===== config.mk =====
export PLATFORM = sky130hd
export DESIGN_NAME = vu_meter_ballistics
export DESIGN_NICKNAME = d
export VERILOG_FILES = /design/src/sv/vmb_pkg.sv /design/src/sv/vu_meter_ballistics.sv /design/src/sv/vmb_regs.sv /design/src/sv/vmb_ctrl.sv /design/src/sv/vmb_dp.sv
export SDC_FILE = /design/constraint.sdc
export NUM_CORES = 2
export LEC_CHECK = 0
export CORE_MARGIN = 2
export CORE_UTILIZATION = 32
export DETAILED_ROUTE_END_ITERATION = 12
export DONT_BUFFER_PORTS = 1
export RECOVER_POWER = 50
export SLEW_MARGIN = 20
export SYNTH_ARGS = -nofsm -noshare
export SYNTH_HDL_FRONTEND = slang
export SYNTH_SLANG_ARGS = --single-unit

===== constraint.sdc =====
create_clock -name aclk -period 10.8 [get_ports aclk]
set_clock_uncertainty 0.05 [all_clocks]
set_input_delay 3.24 -clock aclk [delete_from_list [all_inputs] [get_ports aclk]]
set_output_delay 3.24 -clock aclk [all_outputs]
set_load 0.005 [all_outputs]

===== src/sv/vmb_pkg.sv =====
package vmb_pkg;

    localparam logic [2:0] REG_SENS_GAIN  = 3'd0;
    localparam logic [2:0] REG_RISE_STEP  = 3'd1;
    localparam logic [2:0] REG_FALL_STEP  = 3'd2;
    localparam logic [2:0] REG_PROP_COEFF = 3'd3;
    localparam logic [2:0] REG_INT_COEFF  = 3'd4;

    localparam logic [14:0] SENS_GAIN_RST  = 15'd18483;
    localparam logic [15:0] RISE_STEP_RST  = 16'd1831;
    localparam logic [15:0] FALL_STEP_RST  = 16'd582;
    localparam logic [15:0] PROP_COEFF_RST = 16'd1966;
    localparam logic [15:0] INT_COEFF_RST  = 16'd33;

    localparam int PEAK_W  = 24;
    localparam int INTEG_W = 24;
    localparam int QUO_W   = 17;
    localparam int PROD_W  = 41;
    localparam int STEP_W  = 42;
    localparam int NP_W    = 27;

    localparam int DIV_STEPS = QUO_W;

    localparam logic signed [24:0] INTEG_MAX = 25'sd8388607;
    localparam logic signed [24:0] INTEG_MIN = -25'sd8388608;
    localparam logic signed [NP_W-1:0] NP_FULL = 27'sd32768;
    localparam logic [15:0] FULL_SCALE = 16'd32768;

    typedef struct packed {
        logic [14:0] sens_gain;
        logic [15:0] rise_step;
        logic [15:0] fall_step;
        logic [15:0] prop_coeff;
        logic [15:0] int_coeff;
    } cfg_t;

    typedef struct packed {
        logic load_prod;
        logic slew;
        logic div_start;
        logic div_step;
        logic err_upd;
        logic mul_p;
        logic mul_i;
        logic sum_step;
        logic finish;
    } cmd_t;

    typedef struct packed {
        logic blk_end;
        logic out_busy;
    } sts_t;

endpackage


===== src/sv/vu_meter_ballistics.sv =====
// VU meter ballistics. When a sample is accepted, its magnitude is multiplied
// by the sensitivity gain and registered, then the slew-limited peak follower,
// block sum and sample count advance. A sample that ends a block (marked, or
// the MAX_BLOCK-th of the block) holds off the next sample while the divider
// is set up, a restoring divider forms the 17-bit quotient for the block level
// (one quotient bit per cycle), the PI needle update runs on one shared 24x17
// multiplier and the result register is loaded. That last step waits while a
// previous result is still held on the result channel. Configuration writes
// are accepted in every cycle and must only be issued while the block is idle.
module vu_meter_ballistics #(
    parameter int MAX_BLOCK = 4096
) (
    input  logic               aclk,
    input  logic               aresetn,
    input  logic               cfg_valid,
    output logic               cfg_ready,
    input  logic [2:0]         cfg_index,
    input  logic [15:0]        cfg_data,
    input  logic               s_valid,
    output logic               s_ready,
    input  logic signed [15:0] s_sample,
    input  logic               s_last_in_block,
    output logic               m_valid,
    input  logic               m_ready,
    output logic [15:0]        m_needle_position,
    output logic [15:0]        m_block_level
);

    vmb_pkg::cfg_t cfg;
    vmb_pkg::cmd_t cmd;
    vmb_pkg::sts_t sts;

    vmb_regs u_regs (
        .aclk      (aclk),
        .aresetn   (aresetn),
        .cfg_valid (cfg_valid),
        .cfg_ready (cfg_ready),
        .cfg_index (cfg_index),
        .cfg_data  (cfg_data),
        .cfg       (cfg)
    );

    vmb_ctrl u_ctrl (
        .aclk    (aclk),
        .aresetn (aresetn),
        .s_valid (s_valid),
        .s_ready (s_ready),
        .sts     (sts),
        .cmd     (cmd)
    );

    vmb_dp #(
        .MAX_BLOCK (MAX_BLOCK)
    ) u_dp (
        .aclk              (aclk),
        .aresetn           (aresetn),
        .cfg               (cfg),
        .cmd               (cmd),
        .sts               (sts),
        .s_sample          (s_sample),
        .s_last_in_block   (s_last_in_block),
        .m_valid           (m_valid),
        .m_ready           (m_ready),
        .m_needle_position (m_needle_position),
        .m_block_level     (m_block_level)
    );

endmodule


===== src/sv/vmb_regs.sv =====
module vmb_regs (
    input  logic          aclk,
    input  logic          aresetn,
    input  logic          cfg_valid,
    output logic          cfg_ready,
    input  logic [2:0]    cfg_index,
    input  logic [15:0]   cfg_data,
    output vmb_pkg::cfg_t cfg
);

    vmb_pkg::cfg_t cfg_reg;

    assign cfg_ready = 1'b1;
    assign cfg       = cfg_reg;

    always_ff @(posedge aclk) begin
        if (!aresetn) begin
            cfg_reg.sens_gain  <= vmb_pkg::SENS_GAIN_RST;
            cfg_reg.rise_step  <= vmb_pkg::RISE_STEP_RST;
            cfg_reg.fall_step  <= vmb_pkg::FALL_STEP_RST;
            cfg_reg.prop_coeff <= vmb_pkg::PROP_COEFF_RST;
            cfg_reg.int_coeff  <= vmb_pkg::INT_COEFF_RST;
        end else if (cfg_valid) begin
            case (cfg_index)
                vmb_pkg::REG_SENS_GAIN:  cfg_reg.sens_gain  <= cfg_data[14:0];
                vmb_pkg::REG_RISE_STEP:  cfg_reg.rise_step  <= cfg_data;
                vmb_pkg::REG_FALL_STEP:  cfg_reg.fall_step  <= cfg_data;
                vmb_pkg::REG_PROP_COEFF: cfg_reg.prop_coeff <= cfg_data;
                vmb_pkg::REG_INT_COEFF:  cfg_reg.int_coeff  <= cfg_data;
                default: ;
            endcase
        end
    end

endmodule


===== src/sv/vmb_ctrl.sv =====
module vmb_ctrl (
    input  logic          aclk,
    input  logic          aresetn,
    input  logic          s_valid,
    output logic          s_ready,
    input  vmb_pkg::sts_t sts,
    output vmb_pkg::cmd_t cmd
);

    localparam logic [3:0] S_IDLE = 4'd0;
    localparam logic [3:0] S_SLEW = 4'd1;
    localparam logic [3:0] S_DIVI = 4'd2;
    localparam logic [3:0] S_DIV  = 4'd3;
    localparam logic [3:0] S_ERR  = 4'd4;
    localparam logic [3:0] S_MULP = 4'd5;
    localparam logic [3:0] S_MULI = 4'd6;
    localparam logic [3:0] S_SUM  = 4'd7;
    localparam logic [3:0] S_FIN  = 4'd8;

    localparam logic [4:0] LAST_STEP = 5'(vmb_pkg::DIV_STEPS - 1);

    logic [3:0] state_reg, state_next;
    logic [4:0] step_reg, step_next;

    assign s_ready = (state_reg == S_IDLE);

    always_comb begin
        state_next = state_reg;
        step_next  = step_reg;
        cmd        = '0;
        case (state_reg)
            S_IDLE: begin
                if (s_valid) begin
                    cmd.load_prod = 1'b1;
                    state_next    = S_SLEW;
                end
            end
            S_SLEW: begin
                cmd.slew   = 1'b1;
                state_next = sts.blk_end ? S_DIVI : S_IDLE;
            end
            S_DIVI: begin
                cmd.div_start = 1'b1;
                step_next     = '0;
                state_next    = S_DIV;
            end
            S_DIV: begin
                cmd.div_step = 1'b1;
                step_next    = step_reg + 5'd1;
                if (step_reg == LAST_STEP) begin
                    state_next = S_ERR;
                end
            end
            S_ERR: begin
                cmd.err_upd = 1'b1;
                state_next  = S_MULP;
            end
            S_MULP: begin
                cmd.mul_p  = 1'b1;
                state_next = S_MULI;
            end
            S_MULI: begin
                cmd.mul_i  = 1'b1;
                state_next = S_SUM;
            end
            S_SUM: begin
                cmd.sum_step = 1'b1;
                state_next   = S_FIN;
            end
            S_FIN: begin
                if (!sts.out_busy) begin
                    cmd.finish = 1'b1;
                    state_next = S_IDLE;
                end
            end
            default: begin
                state_next = S_IDLE;
            end
        endcase
    end

    always_ff @(posedge aclk) begin
        if (!aresetn) begin
            state_reg <= S_IDLE;
            step_reg  <= '0;
        end else begin
            state_reg <= state_next;
            step_reg  <= step_next;
        end
    end

endmodule


===== src/sv/vmb_dp.sv =====
module vmb_dp #(
    parameter int MAX_BLOCK = 4096
) (
    input  logic               aclk,
    input  logic               aresetn,
    input  vmb_pkg::cfg_t      cfg,
    input  vmb_pkg::cmd_t      cmd,
    output vmb_pkg::sts_t      sts,
    input  logic signed [15:0] s_sample,
    input  logic               s_last_in_block,
    output logic               m_valid,
    input  logic               m_ready,
    output logic [15:0]        m_needle_position,
    output logic [15:0]        m_block_level
);

    localparam int CNT_W = $clog2(MAX_BLOCK + 1);
    localparam int SUM_W = vmb_pkg::PEAK_W + CNT_W;
    localparam int DIV_W = CNT_W + 25;
    localparam logic [CNT_W-1:0] MAX_CNT = CNT_W'(MAX_BLOCK);

    localparam int PW = vmb_pkg::PEAK_W;
    localparam int IW = vmb_pkg::INTEG_W;
    localparam int QW = vmb_pkg::QUO_W;

    logic [30:0]                          prod_reg;
    logic                                 last_reg;
    logic [PW-1:0]                        pf_reg;
    logic [SUM_W-1:0]                     sum_reg;
    logic [CNT_W-1:0]                     cnt_reg;
    logic [DIV_W-1:0]                     num_reg;
    logic [DIV_W-1:0]                     den_reg;
    logic [QW-1:0]                        quo_reg;
    logic [15:0]                          level_reg;
    logic signed [17:0]                   err_reg;
    logic signed [IW-1:0]                 integ_reg;
    logic [15:0]                          pos_reg;
    logic signed [vmb_pkg::PROD_W-1:0]    mres_reg;
    logic signed [vmb_pkg::PROD_W-1:0]    pterm_reg;
    logic signed [vmb_pkg::STEP_W-1:0]    step_reg;
    logic                                 m_valid_reg;
    logic [15:0]                          m_pos_reg;
    logic [15:0]                          m_level_reg;

    logic [15:0]                          mag;
    logic [PW-1:0]                        x;
    logic [PW-1:0]                        dlt;
    logic [PW-1:0]                        pf_next;
    logic [SUM_W-1:0]                     sum_next;
    logic [CNT_W-1:0]                     cnt_next;
    logic [15:0]                          level;
    logic signed [17:0]                   err;
    logic signed [24:0]                   acc;
    logic signed [IW-1:0]                 integ_sat;
    logic signed [IW-1:0]                 mul_a;
    logic signed [16:0]                   mul_b;
    logic signed [vmb_pkg::PROD_W-1:0]    mul_res;
    logic signed [vmb_pkg::NP_W-1:0]      np;

    assign mag = s_sample[15] ? (~16'($unsigned(s_sample)) + 16'd1)
                              : 16'($unsigned(s_sample));

    assign x = PW'((prod_reg + 31'd32) >> 6);

    always_comb begin
        if (x >= pf_reg) begin
            dlt     = x - pf_reg;
            pf_next = pf_reg + ((dlt < PW'(cfg.rise_step)) ? dlt : PW'(cfg.rise_step));
        end else begin
            dlt     = pf_reg - x;
            pf_next = pf_reg - ((dlt < PW'(cfg.fall_step)) ? dlt : PW'(cfg.fall_step));
        end
    end

    assign sum_next = sum_reg + SUM_W'(pf_next);
    assign cnt_next = cnt_reg + CNT_W'(1);

    assign level = quo_reg[QW-1] ? 16'hFFFF : quo_reg[15:0];
    assign err   = $signed({2'b00, level}) - $signed({2'b00, pos_reg});
    assign acc   = 25'(integ_reg) + 25'(err);

    always_comb begin
        if (acc > vmb_pkg::INTEG_MAX) begin
            integ_sat = IW'(vmb_pkg::INTEG_MAX);
        end else if (acc < vmb_pkg::INTEG_MIN) begin
            integ_sat = IW'(vmb_pkg::INTEG_MIN);
        end else begin
            integ_sat = IW'(acc);
        end
    end

    assign mul_a   = cmd.mul_p ? IW'(err_reg) : integ_reg;
    assign mul_b   = cmd.mul_p ? $signed({1'b0, cfg.prop_coeff})
                               : $signed({1'b0, cfg.int_coeff});
    assign mul_res = mul_a * mul_b;

    assign np = $signed({11'b0, pos_reg}) + vmb_pkg::NP_W'($signed(step_reg[41:16]));

    assign sts.blk_end  = last_reg || (cnt_next >= MAX_CNT);
    assign sts.out_busy = m_valid_reg && !m_ready;

    assign m_valid           = m_valid_reg;
    assign m_needle_position = m_pos_reg;
    assign m_block_level     = m_level_reg;

    always_ff @(posedge aclk) begin
        if (cmd.load_prod) begin
            prod_reg <= 31'(mag) * 31'(cfg.sens_gain);
            last_reg <= s_last_in_block;
        end
        if (cmd.div_step) begin
            if (num_reg >= den_reg) begin
                num_reg <= num_reg - den_reg;
                quo_reg <= {quo_reg[QW-2:0], 1'b1};
            end else begin
                quo_reg <= {quo_reg[QW-2:0], 1'b0};
            end
            den_reg <= den_reg >> 1;
        end else if (cmd.div_start) begin
            num_reg <= DIV_W'(sum_reg) + (DIV_W'(cnt_reg) << 7);
            den_reg <= DIV_W'(cnt_reg) << 24;
            quo_reg <= '0;
        end
        if (cmd.err_upd) begin
            level_reg <= level;
            err_reg   <= err;
        end
        if (cmd.mul_p || cmd.mul_i) begin
            mres_reg <= mul_res;
        end
        if (cmd.mul_i) begin
            pterm_reg <= mres_reg;
        end
        if (cmd.sum_step) begin
            step_reg <= vmb_pkg::STEP_W'(pterm_reg) + vmb_pkg::STEP_W'(mres_reg)
                      + 42'sd32768;
        end
        if (cmd.finish) begin
            m_level_reg <= level_reg;
            if (np <= 0) begin
                m_pos_reg <= '0;
            end else if (np >= vmb_pkg::NP_FULL) begin
                m_pos_reg <= vmb_pkg::FULL_SCALE;
            end else begin
                m_pos_reg <= np[15:0];
            end
        end
    end

    always_ff @(posedge aclk) begin
        if (!aresetn) begin
            pf_reg      <= '0;
            sum_reg     <= '0;
            cnt_reg     <= '0;
            pos_reg     <= '0;
            integ_reg   <= '0;
            m_valid_reg <= 1'b0;
        end else begin
            if (cmd.slew) begin
                pf_reg  <= pf_next;
                sum_reg <= sum_next;
                cnt_reg <= cnt_next;
            end else if (cmd.div_start) begin
                sum_reg <= '0;
                cnt_reg <= '0;
            end
            if (cmd.err_upd) begin
                integ_reg <= integ_sat;
            end else if (cmd.finish) begin
                if (np <= 0) begin
                    pos_reg   <= '0;
                    integ_reg <= '0;
                end else if (np >= vmb_pkg::NP_FULL) begin
                    pos_reg   <= vmb_pkg::FULL_SCALE;
                    integ_reg <= '0;
                end else begin
                    pos_reg <= np[15:0];
                end
            end
            if (cmd.finish) begin
                m_valid_reg <= 1'b1;
            end else if (m_ready) begin
                m_valid_reg <= 1'b0;
            end
        end
    end

endmodule


# ---- Yosys cells after proc, flatten, opt, wreduce, memory -nomap -nowiden
# Cells that the tools add are included.
dict set report word_totals {
  regBits 515
  latch_bits 0
  mem_bits_rw 0
  romBits 0
  input_bits 41
  output_inout_bits 35
  elab_cells 139
  memories 0
}
dict set report classes {
  add_sub_neg 16
  n_mul 2
  div 0
  order_cmp 9
  n_eq_ne 17
  shift 0
  muxes 46
  bitwise_logic 2
  n_reduce_logical 21
}
# operator n
set op_table {}
lappend op_table {{$mux W24} 10}
lappend op_table {{$mux W38} 3}
lappend op_table {{$mux W37} 3}
lappend op_table {{$mux W16} 5}
lappend op_table {{$sub A24 B24 Y24} 3}
lappend op_table {{$lt A24 B16 Y1} 2}
lappend op_table {{$add A41 B41 Y42} 1}
lappend op_table {{$add A42 B17 Y42 const B} 1}
lappend op_table {{$mul A24 B17 Y41} 1}
lappend op_table {{$add A37 B20 Y38} 1}
lappend op_table {{$ge A38 B37 Y1} 1}
lappend op_table {{$sub A38 B37 Y38} 1}
lappend op_table {{$add A37 B24 Y37} 1}
lappend op_table {{$mux W36} 1}
lappend op_table {{$pmux W4 S9} 1}
lappend op_table {{$mux W17} 2}
lappend op_table {{$add A30 B6 Y30 const B} 1}
lappend op_table {{$mul A16 B15 Y30} 1}
lappend op_table {{$add A17 B26 Y27} 1}
lappend op_table {{$ge A27 B17 Y1 const B} 1}
lappend op_table {{$le A27 B1 Y1 const B} 1}
lappend op_table {{$mux W13} 2}
lappend op_table {{$add A24 B17 Y25} 1}
lappend op_table {{$gt A25 B24 Y1 const B} 1}
lappend op_table {{33 further kinds} 67}

# ---- Depth between registers and ports, before layout
dict set report depth {
  word_depth 8
  ltp_mapped 51
  ltp_nobuf 49
}

# ---- Cells and area by module
# A second synthesis with hierarchy kept.
dict set report hier_totals {
  cells_unflattened 5818
  area_unflattened_um2 53697.8
}
# mod n_inst cells_each area_per_inst_um2 seq_area_each_um2
set modules_own_cells {}
lappend modules_own_cells {vmb_dp 1 5445 50051.8 11040.6}
lappend modules_own_cells {vmb_regs 1 298 3084.2 1581.5}
lappend modules_own_cells {vmb_ctrl 1 75 561.8 180.2}

# ---- Least setup slack after synthesis
# OpenSTA, ideal clock, no wires.
dict set report synth_path {
  kind {input -> register}
  from {input port s_sample[0]}
  to {register u_dp.prod_reg[29], data pin}
  setup_time_ps 268
  arrival_ps 10186
  required_time_ps 10482
  slack_ps 296
  stages 31
  path_buffers 2
  cell_sequence {clkbuf_1 inv_1 ha_1 nand2_1 or3_1 or2_2 o21ai_0 xnor2_1 clkbuf_1 nand2_1 fa_1 inv_1 fa_1 inv_1 fa_1 inv_1 fa_1 fa_1 fa_1 ha_1 or3_1 o2111ai_1 a21oi_1 o21ai_1 a31o_2 o21ai_1 a221o_1 nand4_1 nand2_1 o41ai_1 xnor2_1}
}
dict set report synth_between {
  elab_chain_len 4
}
# item line
set synth_rtl {}
lappend synth_rtl {{start: declaration} vu_meter_ballistics.sv:21} ;# input logic signed [15:0] s_sample,
lappend synth_rtl {{$not A16 Y16} vmb_dp.sv:60} ;# assign mag = s_sample[15] ? (~16'($unsigned(s_sample)) + 16'd1)
lappend synth_rtl {{$add A16 B1 Y16} vmb_dp.sv:60}
lappend synth_rtl {{$mux W16 (*)} vmb_dp.sv:60}
lappend synth_rtl {{$mul A16 B15 Y30 (*)} vmb_dp.sv:108} ;# prod_reg <= 31'(mag) * 31'(cfg.sens_gain);
lappend synth_rtl {{end signal: assignment} vmb_dp.sv:108}
lappend synth_rtl {{end: declaration} vmb_dp.sv:26} ;# logic [30:0] prod_reg;
# Every way passes the cells marked *; elsewhere a longest branch is shown, timed or not.
# A chain may end at the register's enable or synchronous reset.

# ---- Worst setup path after layout
dict set report layout_path {
  from {register u_ctrl.state_reg[2]}
  to {register u_dp.mres_reg[40] in the netlist's numbering, data pin}
}
dict set report layout_between {
  elab_chain_len 4
  word_cells_on_any_way 5
  cone_classes {1 x mul; 1 x eq/ne; 3 x mux}
}
# item line
set layout_rtl {}
lappend layout_rtl {{start: declaration} vmb_ctrl.sv:22} ;# logic [3:0] state_reg, state_next;
lappend layout_rtl {{start signal: assignment} vmb_ctrl.sv:87} ;# state_reg <= state_next;
lappend layout_rtl {{$eq A4 B3 Y1 (*)} vmb_ctrl.sv:31} ;# case (state_reg)
lappend layout_rtl {{$mux W1 (*)} vmb_ctrl.sv:31}
lappend layout_rtl {{$mux W24 / $mux W16 (equally long branches)} {vmb_dp.sv:92, vmb_dp.sv:93}}
lappend layout_rtl {{$mul A24 B17 Y41 (*)} vmb_dp.sv:95} ;# assign mul_res = mul_a * mul_b;
lappend layout_rtl {{named net u_dp.mul_res, one bit} vmb_dp.sv:57} ;# logic signed [vmb_pkg::PROD_W-1:0] mul_res;
lappend layout_rtl {{end signal: assignment} vmb_dp.sv:129} ;# mres_reg <= mul_res;
lappend layout_rtl {{end: declaration} vmb_dp.sv:38} ;# logic signed [vmb_pkg::PROD_W-1:0] mres_reg;
# The timed path passes the listed nets; every way through them passes the cells marked *.

==> flow_metrics.env <==
export IMPL_setup_tns_ns=0
export IMPL_arrival_ns=10.60
export IMPL_global_route_overflow_total=0
export IMPL_yosysUniqueCellTypes=97
export IMPL_io_buffer_count=0
export IMPL_drive_above_1_share=0.0563
export IMPL_final_common_cell="nand2_1"
export IMPL_synth_top_area_cell="fa_1"
export IMPL_maxSlewViolCount=283
export IMPL_dieHeight_um=412
export IMPL_cts_buffer_depth=3
export IMPL_die_w_um=412
export IMPL_ir_drop_v=0.000151
export IMPL_critical_path_class="reg -> reg"
export IMPL_synthCells=5951
export IMPL_synth_top_cell_area_share=0.212
export IMPL_status="finished with violations"
export IMPL_cp_start_kind="flip-flop"
export IMPL_synthFlopType="edfxtp_1"
export IMPL_antenna_found_initial=4
export IMPL_min_delay_path_class="reg -> reg"
export IMPL_setup_viol=0
export IMPL_wl_mm=144
export IMPL_crit_chain="nand3_1, mux2i_2, nor2_1, fa_1, fa_1, inv_1, fa_1, fa_1, fa_1, inv_1, fa_1, ha_1, a21o_1, a21o_1, a21oi_1, o21ai_0, nor3b_1, a221oi_1, o31ai_1, o21ai_0, a221oi_1, o21bai_1, xnor2_1"
export IMPL_crit_fanout=14
export IMPL_fin_crit_sh=0.951
export IMPL_max_stage_delay_ns=1.10
export IMPL_grt_first_pass_wirelength_mm=231
export IMPL_rows=149
export IMPL_violations="max-capacitance violations, max-slew violations"
export IMPL_hold_viol=0
export IMPL_clkLatencyLatePin_ns=0.70
export IMPL_start_util=0.323
export IMPL_ioPinCount=76
export IMPL_cts_buffers=59
export IMPL_num_vias=41000
export IMPL_dieArea_um2=170000
export IMPL_ys_ff_latch=494
export IMPL_post_route_min_period_ns=10.27
export IMPL_cpMaxStageDelayCell="mux2i_2"
export IMPL_syn2layout_area_growth_pct=9.27
export IMPL_largest_reg_flops=79
export IMPL_powerDensity_nw_per_um2=167
export IMPL_power_leakage_nw=25.1
export IMPL_ys_seq_area_frac=0.240
export IMPL_yosys_top_cells_area="fa_1 21%, edfxtp_1 16%, ha_1 12%"
export IMPL_post_place_ws_ns=-0.0336
export IMPL_synth_fp_nets=7067
export IMPL_hpwl_mm=115
export IMPL_wl_per_cell_um=17.6
export IMPL_fin_area_um2=58200
export IMPL_synth_edf_count=291
export IMPL_drt_first_pass_iters=6
export IMPL_drc=0
export IMPL_slew_headroom=-1.04
export IMPL_htreeDepth=2
export IMPL_netlist_area_um2=53300
export IMPL_worst_slew_pin_slew_ns=3.06
export IMPL_core_area_um2=165000
export IMPL_async_reset_ff_frac=0
export IMPL_critPathMostFrequentCell="fa_1"
export IMPL_cap_violations=6
export IMPL_fmax_mhz=97.4
export IMPL_clkSinkCount=494
export IMPL_cts_tree="done"
export IMPL_grt_max_degree=94
export IMPL_required_ns=11.13
export IMPL_detail_route_antenna_nets=0
export IMPL_nFillCells=17000
export IMPL_clock_root_buffer="clkbuf_16"
export IMPL_place_area_um2=56200
export IMPL_place_gp_congestion=0.909
export IMPL_drt_iter0_drc=2909
export IMPL_path_clk_slew_ns=0.06
export IMPL_grt_pass1_vias=41400
export IMPL_syn_area_per_cell_um2=8.95
export IMPL_cp_end_kind="flip-flop"
export IMPL_final_cell_mix="861 x nand2_1, 817 x inv_1, 564 x fa_1"
export IMPL_grt_use_total=0.170
export IMPL_setup_slack_ns=0.531
export IMPL_nets=7049
export IMPL_detail_route_vias_per_cell=5.02
export IMPL_cts_hold_buffers_added=0
export IMPL_yosys_warnings=0
==> cell type report <==
cell class / instances / area, um^2 / area share
repair buffers: 126 / 925 / 0.0159
clock inverters: 34 / 284 / 0.00488
clock buffers: 78 / 1600 / 0.0274
flip-flops and latches: 494 / 12800 / 0.220
multi-input cells: 4432 / 36800 / 0.632
well taps: 2189 / 2740 / 0.0470
diodes: 1 / 2.50 / 0.0000430
inverters: 820 / 3080 / 0.0529
==> Yosys cell counts (11+ instances only) <==
cell type,n
nand2_1,862
inv_1,818
fa_1,564
ha_1,511
nor2_1,505
a21oi_1,314
edfxtp_1,291
xnor2_1,217
dfxtp_1,203
clkbuf_1,174
o21ai_0,164
and2_1,119
xor2_1,101
a21o_1,100
nand3_1,93
nor3_1,81
mux2i_1,62
and3_1,55
nor2b_1,55
o21a_1,46
nand2b_1,44
nand4_1,39
or3_1,38
a211oi_1,37
o211ai_1,35
o21bai_1,30
or2_2,30
a22oi_1,26
a211o_1,23
a31oi_1,21
a21boi_0,16
buf_1,16
nor4_1,16
o31ai_1,15
a31o_2,11
o21ai_2,11
==> path summary, 6_finish.rpt <==
check	cells after the start	start	end	slack (ns)
setup / recovery	23	u_ctrl.state_reg[2]	u_dp.mres_reg[40]	0.53
setup reg to reg	23	u_ctrl.state_reg[2]	u_dp.mres_reg[40]	0.53
hold / removal	0	u_dp.level_reg[14]	u_dp.m_block_level[14]	0.36
hold reg to reg	0	u_dp.level_reg[14]	u_dp.m_block_level[14]	0.36
==> timing repair <==
action	CTS	global route
setup buffers	0	2
resized for setup	1	33
pin swaps	0	6
gates cloned	0	0
endpoints found under the setup margin	1	15
==> worst max-delay path: cells and delay by family (launching register included) <==
| family | cells | cell delay [ns] |
|---|---|---|
| AO/OA/AOI/OAI | 9 | 2.29 |
| XOR/XNOR | 1 | 0.64 |
| AND/OR/NAND/NOR | 3 | 1.61 |
| buffers and inverters | 2 | 0.11 |
| adder cells (fa/ha/maj) | 7 | 3.56 |
| flip-flops | 1 | 0.56 |
| multiplexers | 1 | 1.10 |
==> cell families (layout without fill, tap and decap cells) <==
group,after synthesis,after routing,share of synthesized area
buffers and inverters,1025,1058,0.0734
multiplexers,70,70,0.0134
XOR/XNOR,318,318,0.0523
AO/OA/AOI/OAI,986,986,0.122
AND/OR/NAND/NOR,1982,1982,0.167
flip-flops,494,494,0.240
adder cells (fa/ha/maj),1075,1075,0.332
other,1,2,0.0000704
==> stage by stage <==
step	hold WS, ns	power, W	instances	utilization
finish	0.360	0.00975	8174	0.352
global route	0.377	0.0106	8173	0.352
CTS	0.360	0.00971	8171	0.352
detailed placement	0.359	0.00771	8059	0.340
global placement	0.357	0.00761	8058	0.340
floorplan	0.350	0.00637	5951	-
==> power breakdown <==
group	switching, W	internal (W)	total (W)
logic	0.00313	0.00225	0.00539
registers	0.000155	0.00227	0.00242
clock network	0.000868	0.00107	0.00194
total	0.00416	0.00559	0.00975
==> layer usage <==
metal | share of wire | vias up | wire (um) | track usage
met2 | 0.45 | 1130 | 64600 | 0.273
met4 | 0.025 | 0 | 3570 | 0.0418
met5 | 0 | - | 0 | 0
met1 | 0.46 | 20100 | 66500 | 0.239
met3 | 0.064 | 179 | 9190 | 0.0260
li1 | - | 19700 | - | -
Note: power is estimated with default switching activity, not from simulation.
